--- config.mk ---
export PLATFORM = sky130hd
export DESIGN_NAME = idea_out_xform
export DESIGN_NICKNAME = d
export VERILOG_FILES = /design/src/design/idea_pkg.sv /design/src/design/idea_out_xform.sv
export SDC_FILE = /design/constraint.sdc
export NUM_CORES = 2
export LEC_CHECK = 0
export ABC_AREA = 1
export BUFFER_PORTS_ARGS = -buffer_cell sky130_fd_sc_hd__buf_2
export CAP_MARGIN = 20
export CELL_PAD_IN_SITES_DETAIL_PLACEMENT = 0
export CELL_PAD_IN_SITES_GLOBAL_PLACEMENT = 1
export CORE_MARGIN = 1
export CORE_UTILIZATION = 53
export DETAILED_ROUTE_END_ITERATION = 16
export HOLD_SLACK_MARGIN = 0.1
export PLACE_DENSITY = 0.95
export SLEW_MARGIN = 20
export SYNTH_ARGS = -nofsm -noshare
export SYNTH_HDL_FRONTEND = slang
export SYNTH_SLANG_ARGS = --single-unit
--- constraint.sdc ---
create_clock -name clk -period 12.57 [get_ports clk]
set_input_delay 0 -clock clk [delete_from_list [all_inputs] [get_ports clk]]
set_output_delay 0 -clock clk [all_outputs]
set_load 0.01 [all_outputs]
--- src/design/idea_pkg.sv ---
// Shared types, constants and mod-65537 multiply helpers for the IDEA cipher pipeline.
package idea_pkg;

  localparam int WORD_W         = 16;
  localparam int IDX_W          = 6;
  localparam int KEYS_PER_ROUND = 6;
  localparam int OUT_KEYS       = 4;

  typedef logic [WORD_W-1:0]   word_t;
  typedef logic [WORD_W:0]     mop_t;
  typedef logic [2*WORD_W:0]   prod_t;

  typedef enum logic {
    FUNC_LOAD  = 1'b0,
    FUNC_BLOCK = 1'b1
  } func_t;

  // Sideband that travels with every beat.
  typedef struct packed {
    logic             valid;
    logic             load;
    logic [IDX_W-1:0] idx;
    word_t            kval;
  } ctl_t;

  typedef struct packed {
    word_t a;
    word_t b;
    word_t c;
    word_t d;
  } blk_t;

  // Word 0 stands for 2^16.
  function automatic mop_t mul_op(word_t x);
    return (x == '0) ? {1'b1, {WORD_W{1'b0}}} : {1'b0, x};
  endfunction

  function automatic prod_t mul_prod(word_t x, word_t y);
    return prod_t'(mul_op(x)) * prod_t'(mul_op(y));
  endfunction

  // lo - hi mod 65537; adding 65537 is +1 in the low 16 bits.
  function automatic word_t mul_red(prod_t p);
    logic [WORD_W+1:0] diff;
    diff = {2'b00, p[WORD_W-1:0]} - {1'b0, p[2*WORD_W:WORD_W]};
    return diff[WORD_W-1:0] + {{(WORD_W-1){1'b0}}, diff[WORD_W+1]};
  endfunction

endpackage

--- src/design/idea_out_xform.sv ---
// IDEA output transform as two register stages, holding the last four subkeys.
module idea_out_xform import idea_pkg::*; #(
  parameter int ROUNDS = 8
) (
  input  logic  clk,
  input  logic  rst_n,
  input  logic  en,
  input  ctl_t  ctl_i,
  input  blk_t  blk_i,
  output logic  res_valid,
  output blk_t  res_blk
);

  localparam int BASE = KEYS_PER_ROUND * ROUNDS;

  word_t key_r [OUT_KEYS];
  logic  v1_r, v2_r;
  prod_t p1_r, p4_r;
  word_t o2_r, o3_r;
  blk_t  res_r;

  always_ff @(posedge clk) begin
    if (en && ctl_i.valid && ctl_i.load) begin
      for (int j = 0; j < OUT_KEYS; j++) begin
        if (ctl_i.idx == IDX_W'(BASE + j)) begin
          key_r[j] <= ctl_i.kval;
        end
      end
    end
  end

  // Load beats stop here.
  always_ff @(posedge clk) begin
    if (!rst_n) begin
      v1_r <= 1'b0;
      v2_r <= 1'b0;
    end else if (en) begin
      v1_r <= ctl_i.valid && !ctl_i.load;
      v2_r <= v1_r;
    end
  end

  always_ff @(posedge clk) begin
    if (en) begin
      p1_r    <= mul_prod(blk_i.a, key_r[0]);
      p4_r    <= mul_prod(blk_i.d, key_r[3]);
      o2_r    <= blk_i.c + key_r[1];
      o3_r    <= blk_i.b + key_r[2];
      res_r.a <= mul_red(p1_r);
      res_r.b <= o2_r;
      res_r.c <= o3_r;
      res_r.d <= mul_red(p4_r);
    end
  end

  assign res_valid = v2_r;
  assign res_blk   = res_r;

endmodule

==> impl_metrics.csv <==
group,metric,value,unit
status,status,"finished clean",
sta,setup_violations,0,
sta,fmax,147,MHz
floorplanning,dieWidth,244,um
synth,ys_seq_area_share,22.0,%
job,drv_cap,0,
clock_network,ctsResizeCount,0,
floorplanning,initial_core_util,53.7,%
sta,rsz0062_at_grt,"no",
worst_setup_path,critical_path_buf_inv_count,6,
clock_network,insertion_delay,0.59,ns
routing,via_per_inst,5.20,
routing,vias,24200,
layout,final_common_cell,"inv_1",
place,io_buffers,155,
clock_network,cts_max_level,1,
place,globalplace.congestion,0.935,
worst_hold_path,hold_path_class,"in2reg",
power_and_ir_drop,pwr_density_cell,200,mW/mm^2
worst_setup_path,critical_path_arrival,7.13,ns
layout,final_cell_mix,"inv_1, nand2_1, fa_1, ha_1, edfxtp_1",
worst_setup_path,worstSetupEndpoint,"p4_r[25]",
floorplanning,ios,156,
global_route,grt_overflow,0,
power_and_ir_drop,leakagePower,18.8,nW
synth,yosysWarnings,0,
synth,syn-num-nets,4535,
sta,relSlewSlack,42.3,%
worst_hold_path,hold_depth,5,
global_route,grt_pass1_vias,24800,
synth,synth_cell_types,45,
global_route,grt_pass1_wl,134000,um
sta,finClkSkew,0.0198,ns
clock_network,clock-sinks,228,
worst_setup_path,rrSetupSlack,5.75,ns
layout,fillers,5071,
global_route,grt_antenna_before_repair,4,
floorplanning,dieArea,0.0595,mm^2
layout,multi_input_area,0.0199,mm^2
worst_setup_path,r2r_end,"p4_r[25]",
synth,synthCells,3720,
sta,tns,0,ns
sta,max_slew.worst_pin.slew,0.866,ns
global_route,grtUsageTotal,28.8,%
power_and_ir_drop,ir_drop,0.176,mV
layout,area_growth,9.74,%
routing,ant_nets,0,
sta,layout_min_cycle_time,6.82,ns
synth,syn_avg_cell_area,8.34,um^2
worst_setup_path,critical-path-top-delay-family,"adder cells",
synth,synth_edf_count,226,
worst_setup_path,r2r_start,"key_r[3][12]",
global_route,grt_max_degree,71,
floorplanning,fp-row-count,88,
layout,final-seq-area,0.00683,mm^2
sta,timing_hold_violations_final,0,
clock_network,cts-root-buf,"clkbuf_16",
routing,post-route-drc-count,0,
worst_setup_path,cp_num_cells,24,
worst_setup_path,cp-startpoint,"key_r[3][12]",
worst_setup_path,path_class,"reg2reg",
synth,synth_seq_cells,228,
worst_setup_path,slowest_stage,"edfxtp_1",
place,dpl_worst_slack,5.97,ns
clock_network,cts_buffer_depth,3,
worst_setup_path,crit_chain,"inv_1 -> nand2_1 -> nor4_1 -> nand2_1 -> clkinv_1 -> nand2_1 -> fa_1 -> fa_1 -> inv_1 -> fa_1 -> fa_1 -> fa_1 -> inv_1 -> fa_1 -> inv_1 -> ha_1 -> nand2_1 -> inv_1 -> nand2_1 -> nor3_1 -> nand4_1 -> nand3_1 -> a21oi_1 -> xnor2_1",
layout,drive_gt1_share,5.85,%
worst_setup_path,end_kind,"flip-flop",
sta,fin_crit_sh,54.2,%
clock_network,cts_tree,"done",
clock_network,cts_buffers,28,
worst_setup_path,crit_required,12.89,ns
sta,worst_slack,5.75,ns
clock_network,clk_pin_slew,0.07,ns
synth,netlist_area,0.0310,mm^2
routing,drt_wl_total,82700,um
floorplanning,die_h,244,um
worst_setup_path,crit_path_max_fanout,17,
routing,wl_per_cell,17.8,um
layout,nets,4671,
worst_setup_path,startpoint_type,"flip-flop",
routing,first_iter_violations,1904,
worst_setup_path,reg2reg_depth,24,
synth,ys.flop_type,"edfxtp_1",
place,dp_hpwl,64600,um
worst_setup_path,cp_common_cell,"fa_1",
sta,maxSlewViolCount,0,
worst_setup_path,cpPeakStageDelay,0.82,ns
floorplanning,coreArea,0.0578,mm^2
synth,synth-async-reset-ratio,0,%
routing,drt-pass1-iter-count,6,
power by group:
part	switching [mW]	total (mW)	internal (mW)	leakage (nW)
registers	0.0567	1.27	1.21	2.19
logic	3.06	4.70	1.64	16.1
clock network	0.354	0.850	0.496	0.456
synthesized netlist by cell type (2+ instances only):
| master | n | area share [%] |
|---|---|---|
| a21boi_0 | 3 | 0.073 |
| a21o_1 | 15 | 0.36 |
| a21oi_1 | 114 | 1.8 |
| a221oi_1 | 2 | 0.056 |
| a31oi_1 | 6 | 0.12 |
| and2_1 | 7 | 0.14 |
| buf_1 | 23 | 0.28 |
| clkbuf_1 | 106 | 1.3 |
| dfxtp_1 | 2 | 0.13 |
| edfxtp_1 | 226 | 22 |
| fa_1 | 450 | 29 |
| ha_1 | 274 | 11 |
| inv_1 | 1025 | 12 |
| inv_2 | 2 | 0.024 |
| nand2_1 | 936 | 11 |
| nand2_2 | 2 | 0.040 |
| nand3_1 | 92 | 1.5 |
| nand3b_1 | 4 | 0.097 |
| nand4_1 | 37 | 0.75 |
| nor2_1 | 157 | 1.9 |
| nor2_2 | 5 | 0.10 |
| nor3_1 | 14 | 0.23 |
| nor3_2 | 2 | 0.065 |
| nor3_4 | 2 | 0.10 |
| nor3b_1 | 2 | 0.048 |
| nor4_1 | 16 | 0.32 |
| o2111ai_1 | 2 | 0.056 |
| o211ai_1 | 5 | 0.12 |
| o21a_1 | 6 | 0.15 |
| o21ai_0 | 45 | 0.73 |
| o21ai_1 | 4 | 0.065 |
| o21bai_1 | 5 | 0.12 |
| o31ai_1 | 5 | 0.12 |
| or2_2 | 2 | 0.040 |
| xnor2_1 | 43 | 1.2 |
| xnor2_2 | 2 | 0.10 |
| xor2_1 | 69 | 1.9 |
kinds of logic (layout without fill, tap and decap cells):
kind of cell    after synthesis  in the layout  share of synthesized area [%]
compound gates              212            212                           3.81
xor+xnor                    115            115                           3.32
fa+ha+maj                   724            724                           40.1
buf+inv                    1159           1317                           14.0
flops                       228            228                           22.0
other cells                   0              6                              0
simple gates               1282           1282                           16.8
registers in the layout, indices dropped and copies added, names as in the netlist:
name / flops
o3_r: 16
o2_r: 16
key_r: 64
v1_r: 1
res_valid: 1
p1_r: 33
res_blk: 64
p4_r: 33
layer usage:
| metal | vias to the layer above | global-route usage, % | share of wire [%] |
|---|---|---|---|
| met1 | 11600 | 38.9 | 41 |
| met5 | - | 0 | 0.024 |
| met2 | 1050 | 47.1 | 46 |
| met4 | 4 | 9.12 | 3.6 |
| li1 | 11300 | - | - |
| met3 | 182 | 5.40 | 9.0 |
worst min-delay path by stage:
stage / from / to / slack, ns
after floorplan: ctl_i[0] / key_r[0][0] / 0.1
after global placement: rst_n / res_valid / 0.27
after detailed placement: rst_n / res_valid / 0.27
after CTS: ctl_i[19] / key_r[0][15] / 0.11
after global routing: ctl_i[19] / key_r[0][15] / 0.22
final: ctl_i[19] / key_r[0][15] / 0.18
area by class of cell:
type	count	area share (%)
repair buffers	237	4.65
flip-flops and latches	228	20.0
multi-input cells	2333	58.3
clock inverters	18	0.676
diodes	6	0.0441
clock buffers	34	2.12
inverters	1028	11.3
well taps	765	2.81
worst reg2reg max path, stage by stage, from the launching register on:
cell and delay [ns]:
edfxtp_1 0.82, inv_1 0.17, nand2_1 0.10, nor4_1 0.05
nand2_1 0.33, clkinv_1 0.36, nand2_1 0.20, fa_1 0.44
fa_1 0.49, inv_1 0.05, fa_1 0.47, fa_1 0.40
fa_1 0.51, inv_1 0.05, fa_1 0.48, inv_1 0.05
ha_1 0.35, nand2_1 0.09, inv_1 0.08, nand2_1 0.07
nor3_1 0.33, nand4_1 0.15, nand3_1 0.21, a21oi_1 0.11
xnor2_1 0.16
per-stage QoR:
step	utilization, %	cell area, um^2	power [mW]	hold slack (ns)	cells
final	58.9	34100	6.82	0.180	4649
after global routing	58.9	34000	7.50	0.220	4645
after CTS	58.9	34000	6.82	0.108	4643
after detailed placement	55.9	32300	5.91	0.272	4516
after global placement	55.9	32300	5.88	0.265	4516
after floorplan	-	31000	4.58	0.0989	3720
timing repair:
action	CTS	global route
endpoints found under the hold margin	209	0
hold buffers	75	0
setup endpoints to repair	0	0
buffers inserted	0	0
No activity file was read; power rests on OpenSTA's default activity.
