==> src/design/idea_pkg.sv <==
// Shared types, constants and mod-65537 multiply helpers for the IDEA cipher pipeline.
package idea_pkg;

  localparam int WORD_W         = 16;
  localparam int IDX_W          = 6;
  localparam int KEYS_PER_ROUND = 6;
  localparam int OUT_KEYS       = 4;

  typedef logic [WORD_W-1:0]   word_t;
  typedef logic [WORD_W:0]     mop_t;
  typedef logic [2*WORD_W:0]   prod_t;

  typedef enum logic {
    FUNC_LOAD  = 1'b0,
    FUNC_BLOCK = 1'b1
  } func_t;

  // Sideband that travels with every beat.
  typedef struct packed {
    logic             valid;
    logic             load;
    logic [IDX_W-1:0] idx;
    word_t            kval;
  } ctl_t;

  typedef struct packed {
    word_t a;
    word_t b;
    word_t c;
    word_t d;
  } blk_t;

  // Word 0 stands for 2^16.
  function automatic mop_t mul_op(word_t x);
    return (x == '0) ? {1'b1, {WORD_W{1'b0}}} : {1'b0, x};
  endfunction

  function automatic prod_t mul_prod(word_t x, word_t y);
    return prod_t'(mul_op(x)) * prod_t'(mul_op(y));
  endfunction

  // lo - hi mod 65537; adding 65537 is +1 in the low 16 bits.
  function automatic word_t mul_red(prod_t p);
    logic [WORD_W+1:0] diff;
    diff = {2'b00, p[WORD_W-1:0]} - {1'b0, p[2*WORD_W:WORD_W]};
    return diff[WORD_W-1:0] + {{(WORD_W-1){1'b0}}, diff[WORD_W+1]};
  endfunction

endpackage

==> src/design/idea_round.sv <==
// One IDEA round as six register stages, holding its own six subkeys.
module idea_round import idea_pkg::*; #(
  parameter int RND = 1
) (
  input  logic  clk,
  input  logic  rst_n,
  input  logic  en,
  input  ctl_t  ctl_i,
  input  blk_t  blk_i,
  output ctl_t  ctl_o,
  output blk_t  blk_o
);

  localparam int BASE = KEYS_PER_ROUND * (RND - 1);

  word_t key_r [KEYS_PER_ROUND];

  ctl_t  c1_r, c2_r, c3_r, c4_r, c5_r, c6_r;
  prod_t p1_r, p4_r, pm_r, ps_r;
  word_t s1_a2_r, s1_a3_r;
  word_t s2_x1_r, s2_a2_r, s2_a3_r, s2_x4_r, s2_t_r, s2_v_r;
  word_t s3_x1_r, s3_a2_r, s3_a3_r, s3_x4_r, s3_v_r;
  word_t s4_m_r, s4_e_r, s4_x1_r, s4_a2_r, s4_a3_r, s4_x4_r;
  word_t s5_m_r, s5_x1_r, s5_a2_r, s5_a3_r, s5_x4_r;
  blk_t  s6_blk_r;

  word_t x1, x4, m_val, s_val, u_val;

  // Each key is written at the edge where a load passes the stage that uses it.
  always_ff @(posedge clk) begin
    if (en && ctl_i.valid && ctl_i.load) begin
      for (int j = 0; j < OUT_KEYS; j++) begin
        if (ctl_i.idx == IDX_W'(BASE + j)) begin
          key_r[j] <= ctl_i.kval;
        end
      end
    end
    if (en && c2_r.valid && c2_r.load && c2_r.idx == IDX_W'(BASE + 4)) begin
      key_r[4] <= c2_r.kval;
    end
    if (en && c4_r.valid && c4_r.load && c4_r.idx == IDX_W'(BASE + 5)) begin
      key_r[5] <= c4_r.kval;
    end
  end

  always_ff @(posedge clk) begin
    if (!rst_n) begin
      c1_r.valid <= 1'b0;
      c2_r.valid <= 1'b0;
      c3_r.valid <= 1'b0;
      c4_r.valid <= 1'b0;
      c5_r.valid <= 1'b0;
      c6_r.valid <= 1'b0;
    end else if (en) begin
      c1_r <= ctl_i;
      c2_r <= c1_r;
      c3_r <= c2_r;
      c4_r <= c3_r;
      c5_r <= c4_r;
      c6_r <= c5_r;
    end
  end

  always_comb begin
    x1    = mul_red(p1_r);
    x4    = mul_red(p4_r);
    m_val = mul_red(pm_r);
    s_val = mul_red(ps_r);
    u_val = s5_m_r + s_val;
  end

  always_ff @(posedge clk) begin
    if (en) begin
      p1_r    <= mul_prod(blk_i.a, key_r[0]);
      p4_r    <= mul_prod(blk_i.d, key_r[3]);
      s1_a2_r <= blk_i.b + key_r[1];
      s1_a3_r <= blk_i.c + key_r[2];

      s2_x1_r <= x1;
      s2_x4_r <= x4;
      s2_a2_r <= s1_a2_r;
      s2_a3_r <= s1_a3_r;
      s2_t_r  <= x1 ^ s1_a3_r;
      s2_v_r  <= s1_a2_r ^ x4;

      pm_r    <= mul_prod(key_r[4], s2_t_r);
      s3_x1_r <= s2_x1_r;
      s3_a2_r <= s2_a2_r;
      s3_a3_r <= s2_a3_r;
      s3_x4_r <= s2_x4_r;
      s3_v_r  <= s2_v_r;

      s4_m_r  <= m_val;
      s4_e_r  <= m_val + s3_v_r;
      s4_x1_r <= s3_x1_r;
      s4_a2_r <= s3_a2_r;
      s4_a3_r <= s3_a3_r;
      s4_x4_r <= s3_x4_r;

      ps_r    <= mul_prod(key_r[5], s4_e_r);
      s5_m_r  <= s4_m_r;
      s5_x1_r <= s4_x1_r;
      s5_a2_r <= s4_a2_r;
      s5_a3_r <= s4_a3_r;
      s5_x4_r <= s4_x4_r;

      s6_blk_r.a <= s5_x1_r ^ s_val;
      s6_blk_r.b <= s5_a3_r ^ s_val;
      s6_blk_r.c <= s5_a2_r ^ u_val;
      s6_blk_r.d <= s5_x4_r ^ u_val;
    end
  end

  assign ctl_o = c6_r;
  assign blk_o = s6_blk_r;

endmodule

==> config.mk <==
export PLATFORM = sky130hd
export DESIGN_NAME = idea_round
export DESIGN_NICKNAME = d
export VERILOG_FILES = /design/src/design/idea_pkg.sv /design/src/design/idea_round.sv
export SDC_FILE = /design/constraint.sdc
export NUM_CORES = 2
export LEC_CHECK = 0
export BUFFER_PORTS_ARGS = -buffer_cell sky130_fd_sc_hd__buf_2
export CAP_MARGIN = 10
export CORE_MARGIN = 2
export CORE_UTILIZATION = 25
export DETAILED_ROUTE_END_ITERATION = 8
export SYNTH_ARGS = -nofsm -noshare
export SYNTH_HDL_FRONTEND = slang
export SYNTH_SLANG_ARGS = --single-unit
==> constraint.sdc <==
create_clock -name clk -period 6.4 [get_ports clk]
set_input_delay 0.64 -clock clk [delete_from_list [all_inputs] [get_ports clk]]
set_output_delay 0.64 -clock clk [all_outputs]
set_load 0.005 [all_outputs]
==> flow_summary.json <==
{
  "nFillCells": 28600,
  "avgSynthCellArea_um2": 11.1,
  "cp-end-kind": "flop",
  "synth_flop_cell": "edfxtp_1",
  "cts_tree": "done",
  "vias_per_cell": 4.33,
  "initial_utilization_pct": 25.2,
  "crit_cells": 23,
  "track_usage_pct": 12.9,
  "clock_sinks": 820,
  "reg2reg_depth": 23,
  "clk_latency_ns": 0.74,
  "grt_pass1_wl_mm": 285,
  "portBuffers": 178,
  "ant_nets": 0,
  "die_area_um2": 285000,
  "worst_slack_ns": -0.0210,
  "setup.worst_path.start": "key_r[3][5]$_DFFE_PP_",
  "ys_seq_area_share_pct": 35.0,
  "drt_first_pass_iters": 5,
  "final_cells": 10500,
  "core-area_um2": 279000,
  "cpMostUsedCell": "fa_1",
  "numCtsBuffers": 93,
  "io_pins": 179,
  "fmax_mhz": 156,
  "outcome": "finished, violations left",
  "ys_ff_latch": 820,
  "synth_edf_count": 814,
  "synth_mux_area_share_pct": 0.0997,
  "critical-path-top-delay-family": "adder cells",
  "rsz0062_at_grt": "yes",
  "clk_pin_slew_worst_paths_ns": 0.08,
  "rows": 194,
  "synth-xor-area-share_pct": 4.63,
  "path_buf_inv": 4,
  "synth_top_cell_area_share_pct": 34.8,
  "drcViolationCount": 0,
  "overflow": 0,
  "async_flop_share_pct": 0,
  "worstPathCellList": "nor4_2 > buf_4 > and4_1 > buf_6 > and2_4 > fa_1 > fa_1 > fa_1 > fa_1 > fa_1 > inv_1 > fa_1 > inv_1 > ha_4 > a2111oi_4 > o31ai_2 > o21ai_1 > o21ai_1 > a41oi_2 > a21oi_2 > a41o_1 > o41ai_2 > xnor2_1",
  "gp_congestion": 0.862,
  "synth_top_cells_by_area": "edfxtp_1 (35%), fa_1 (26%), ha_1 (9.8%), inv_1 (6.5%), and2_1 (4.6%)",
  "yosys_warnings": 0,
  "dp_cells": 10300,
  "setup_viol": 3,
  "die_h_um": 534,
  "cp.arrival_ns": 6.90,
  "synth_cell_types": 91,
  "place_area_um2": 77500,
  "final_cell_area_um2": 81400,
  "max_slew.worst_pin.slew_ns": 1.08,
  "r2r-start": "key_r[3][5]$_DFFE_PP_",
  "critPathMaxFanout": 6,
  "ff2ff_setup_slack_ns": -0.02,
  "max_slew_margin_pct": 28.1,
  "wl_mm": 183,
  "dpl_worst_slack_ns": -0.466,
  "post-synth-top-count-cell": "inv_1",
  "via_count": 45500,
  "violations": "setup timing",
  "syn-num-nets": 7862,
  "synth-simple-area-share_pct": 12.2,
  "slew_viol_final": 0,
  "r2r_end": "p4_r[32]$_DFFE_PP_",
  "syn_to_final_growth_pct": 15.9,
  "antenna_found_initial": 36,
  "die_w_um": 534,
  "period_needed_ns": 6.42,
  "worst_path_max_delay_cell": "fa_1",
  "fin_crit_sh_pct": 100,
  "criticalPathCategory": "flop to flop",
  "synth_commonest_cells": "inv_1 (1221), fa_1 (900), edfxtp_1 (814)",
  "yosys.area.top_type": "edfxtp_1",
  "worstSetupStartpointType": "flop",
  "required_ns": 6.88,
  "synth_top_family_by_area": "adder cells",
  "hold_class": "input pin to flop",
  "clk_path_buf_depth": 3,
  "clock_skew_ns": 0.0620,
  "synth_area_um2": 70300,
  "drive_above_1_share_pct": 11.7,
  "dp_hpwl_mm": 145,
  "grt_max_degree": 176,
  "grt_pass1_vias": 49000,
  "num-nets-final": 8236,
  "max_stage_delay_ns": 0.53,
  "htreeDepth": 3,
  "ctsHoldBuffers": 0,
  "wl_per_cell_um": 17.4,
  "synth_compound_area_share_pct": 5.05,
  "drtIter0Drc": 2811,
  "syn_inst": 6323,
  "synth_fa_ha_area_share_pct": 35.4,
  "cp-endpoint": "p4_r[32]$_DFFE_PP_",
  "clockRootBuffer": "clkbuf_16",
  "drv_cap": 0,
  "hold_viol": 0
}
[worst reg2reg max path, delay by kind of cell, from the launching register on]
family	cells	cell delay, ns
fa+ha+maj	7	3.09
compound gates	8	1.47
simple gates	3	0.69
buf+inv	4	0.42
flops	1	0.41
xor+xnor	1	0.12
[metrics by stage]
stage | hold WS [ns] | TNS, ns | util [%]
floorplan | 0.400 | -0.0168 | -
global placement | 0.401 | -2.77 | 27.7
detailed placement | 0.405 | -3.94 | 27.7
CTS | 0.0518 | -0.0286 | 29.0
global route | 0.0786 | -2.67 | 29.1
finish | 0.125 | -0.0461 | 29.2
[state kept, by name, summed over array words and instances (netlist names), 33 cells and up]
name / count
p4_r: 33
p1_r: 33
ps_r: 33
blk_o: 64
pm_r: 33
key_r: 96
[final cells by class]
cell class              count  area [µm²]  share of cell area, %
flip-flops and latches    820       24600                   30.2
multi-input cells        4070       41100                   50.4
clock buffers             103        2360                   2.90
well taps                3724        4660                   5.72
inverters                1221        4580                   5.63
repair buffers            491        3420                   4.20
clock inverters            70         721                  0.885
diodes                     22        55.1                 0.0676
[cells by family (layout without fill, tap and decap cells)]
logic type,count (synthesis),in the layout
flops,820,820
xor+xnor,364,364
fa+ha+maj,1448,1448
simple gates,1724,1724
mux,7,7
compound gates,527,527
buf+inv,1433,1885
other cells,0,22
[per-layer routing]
metal / wire (µm) / global-route usage (%) / part of all wire (%)
met1: 78600 / 16.5 / 43
met2: 88700 / 21.9 / 48
met3: 10000 / 2.27 / 5.5
met4: 6110 / 4.52 / 3.3
met5: 0 / 0 / 0
[how the worst min path moves through the flow]
stage | from | cells after the start | slack, ns | endpoint
after global placement | c1_r[21]$_DFFE_PP_ | 0 | 0.40 | c2_r[21]$_DFFE_PP_
after detailed placement | c1_r[10]$_DFFE_PP_ | 0 | 0.40 | c2_r[10]$_DFFE_PP_
final | ctl_i[20] | 1 | 0.12 | c1_r[20]$_DFFE_PP_
after global routing | ctl_i[22] | 1 | 0.08 | c1_r[22]$_DFFE_PP_
after CTS | ctl_i[20] | 1 | 0.05 | c1_r[20]$_DFFE_PP_
after floorplan | c1_r[0]$_DFFE_PP_ | 0 | 0.40 | c2_r[0]$_DFFE_PP_
[repair_timing]
action / CTS / global route
buffers inserted: 7 / 6
endpoints found under the setup margin: 18 / 42
pin swaps: 43 / 53
hold endpoints to repair: 0 / 0
gates resized for setup: 63 / 103
[placed cells by master, fill, tap and decap left out, drive strengths merged, types with 13 or more instances in the layout]
cell type / netlist / layout
inv: 1221 / 1229
fa: 900 / 900
edfxtp: 814 / 814
nand2: 768 / 768
ha: 548 / 548
and2: 516 / 516
buf: 5 / 491
xnor2: 234 / 234
a21oi: 148 / 148
xor2: 127 / 127
nor2: 122 / 122
clkbuf: 207 / 103
o21ai: 87 / 87
a21o: 67 / 67
nor3: 53 / 53
nand3: 49 / 49
clkinv: 0 / 45
nor4: 44 / 44
o21a: 36 / 36
nor2b: 34 / 34
nand2b: 32 / 32
and3: 30 / 30
o21bai: 28 / 28
a211oi: 23 / 23
diode: 0 / 22
a31oi: 22 / 22
nand4: 15 / 15
o211ai: 14 / 14
and4: 14 / 14
a21boi: 13 / 13
Power is left out: the tool's default activity adds up to more than one toggle a clock period on the data nets, which glitch-free logic cannot reach.
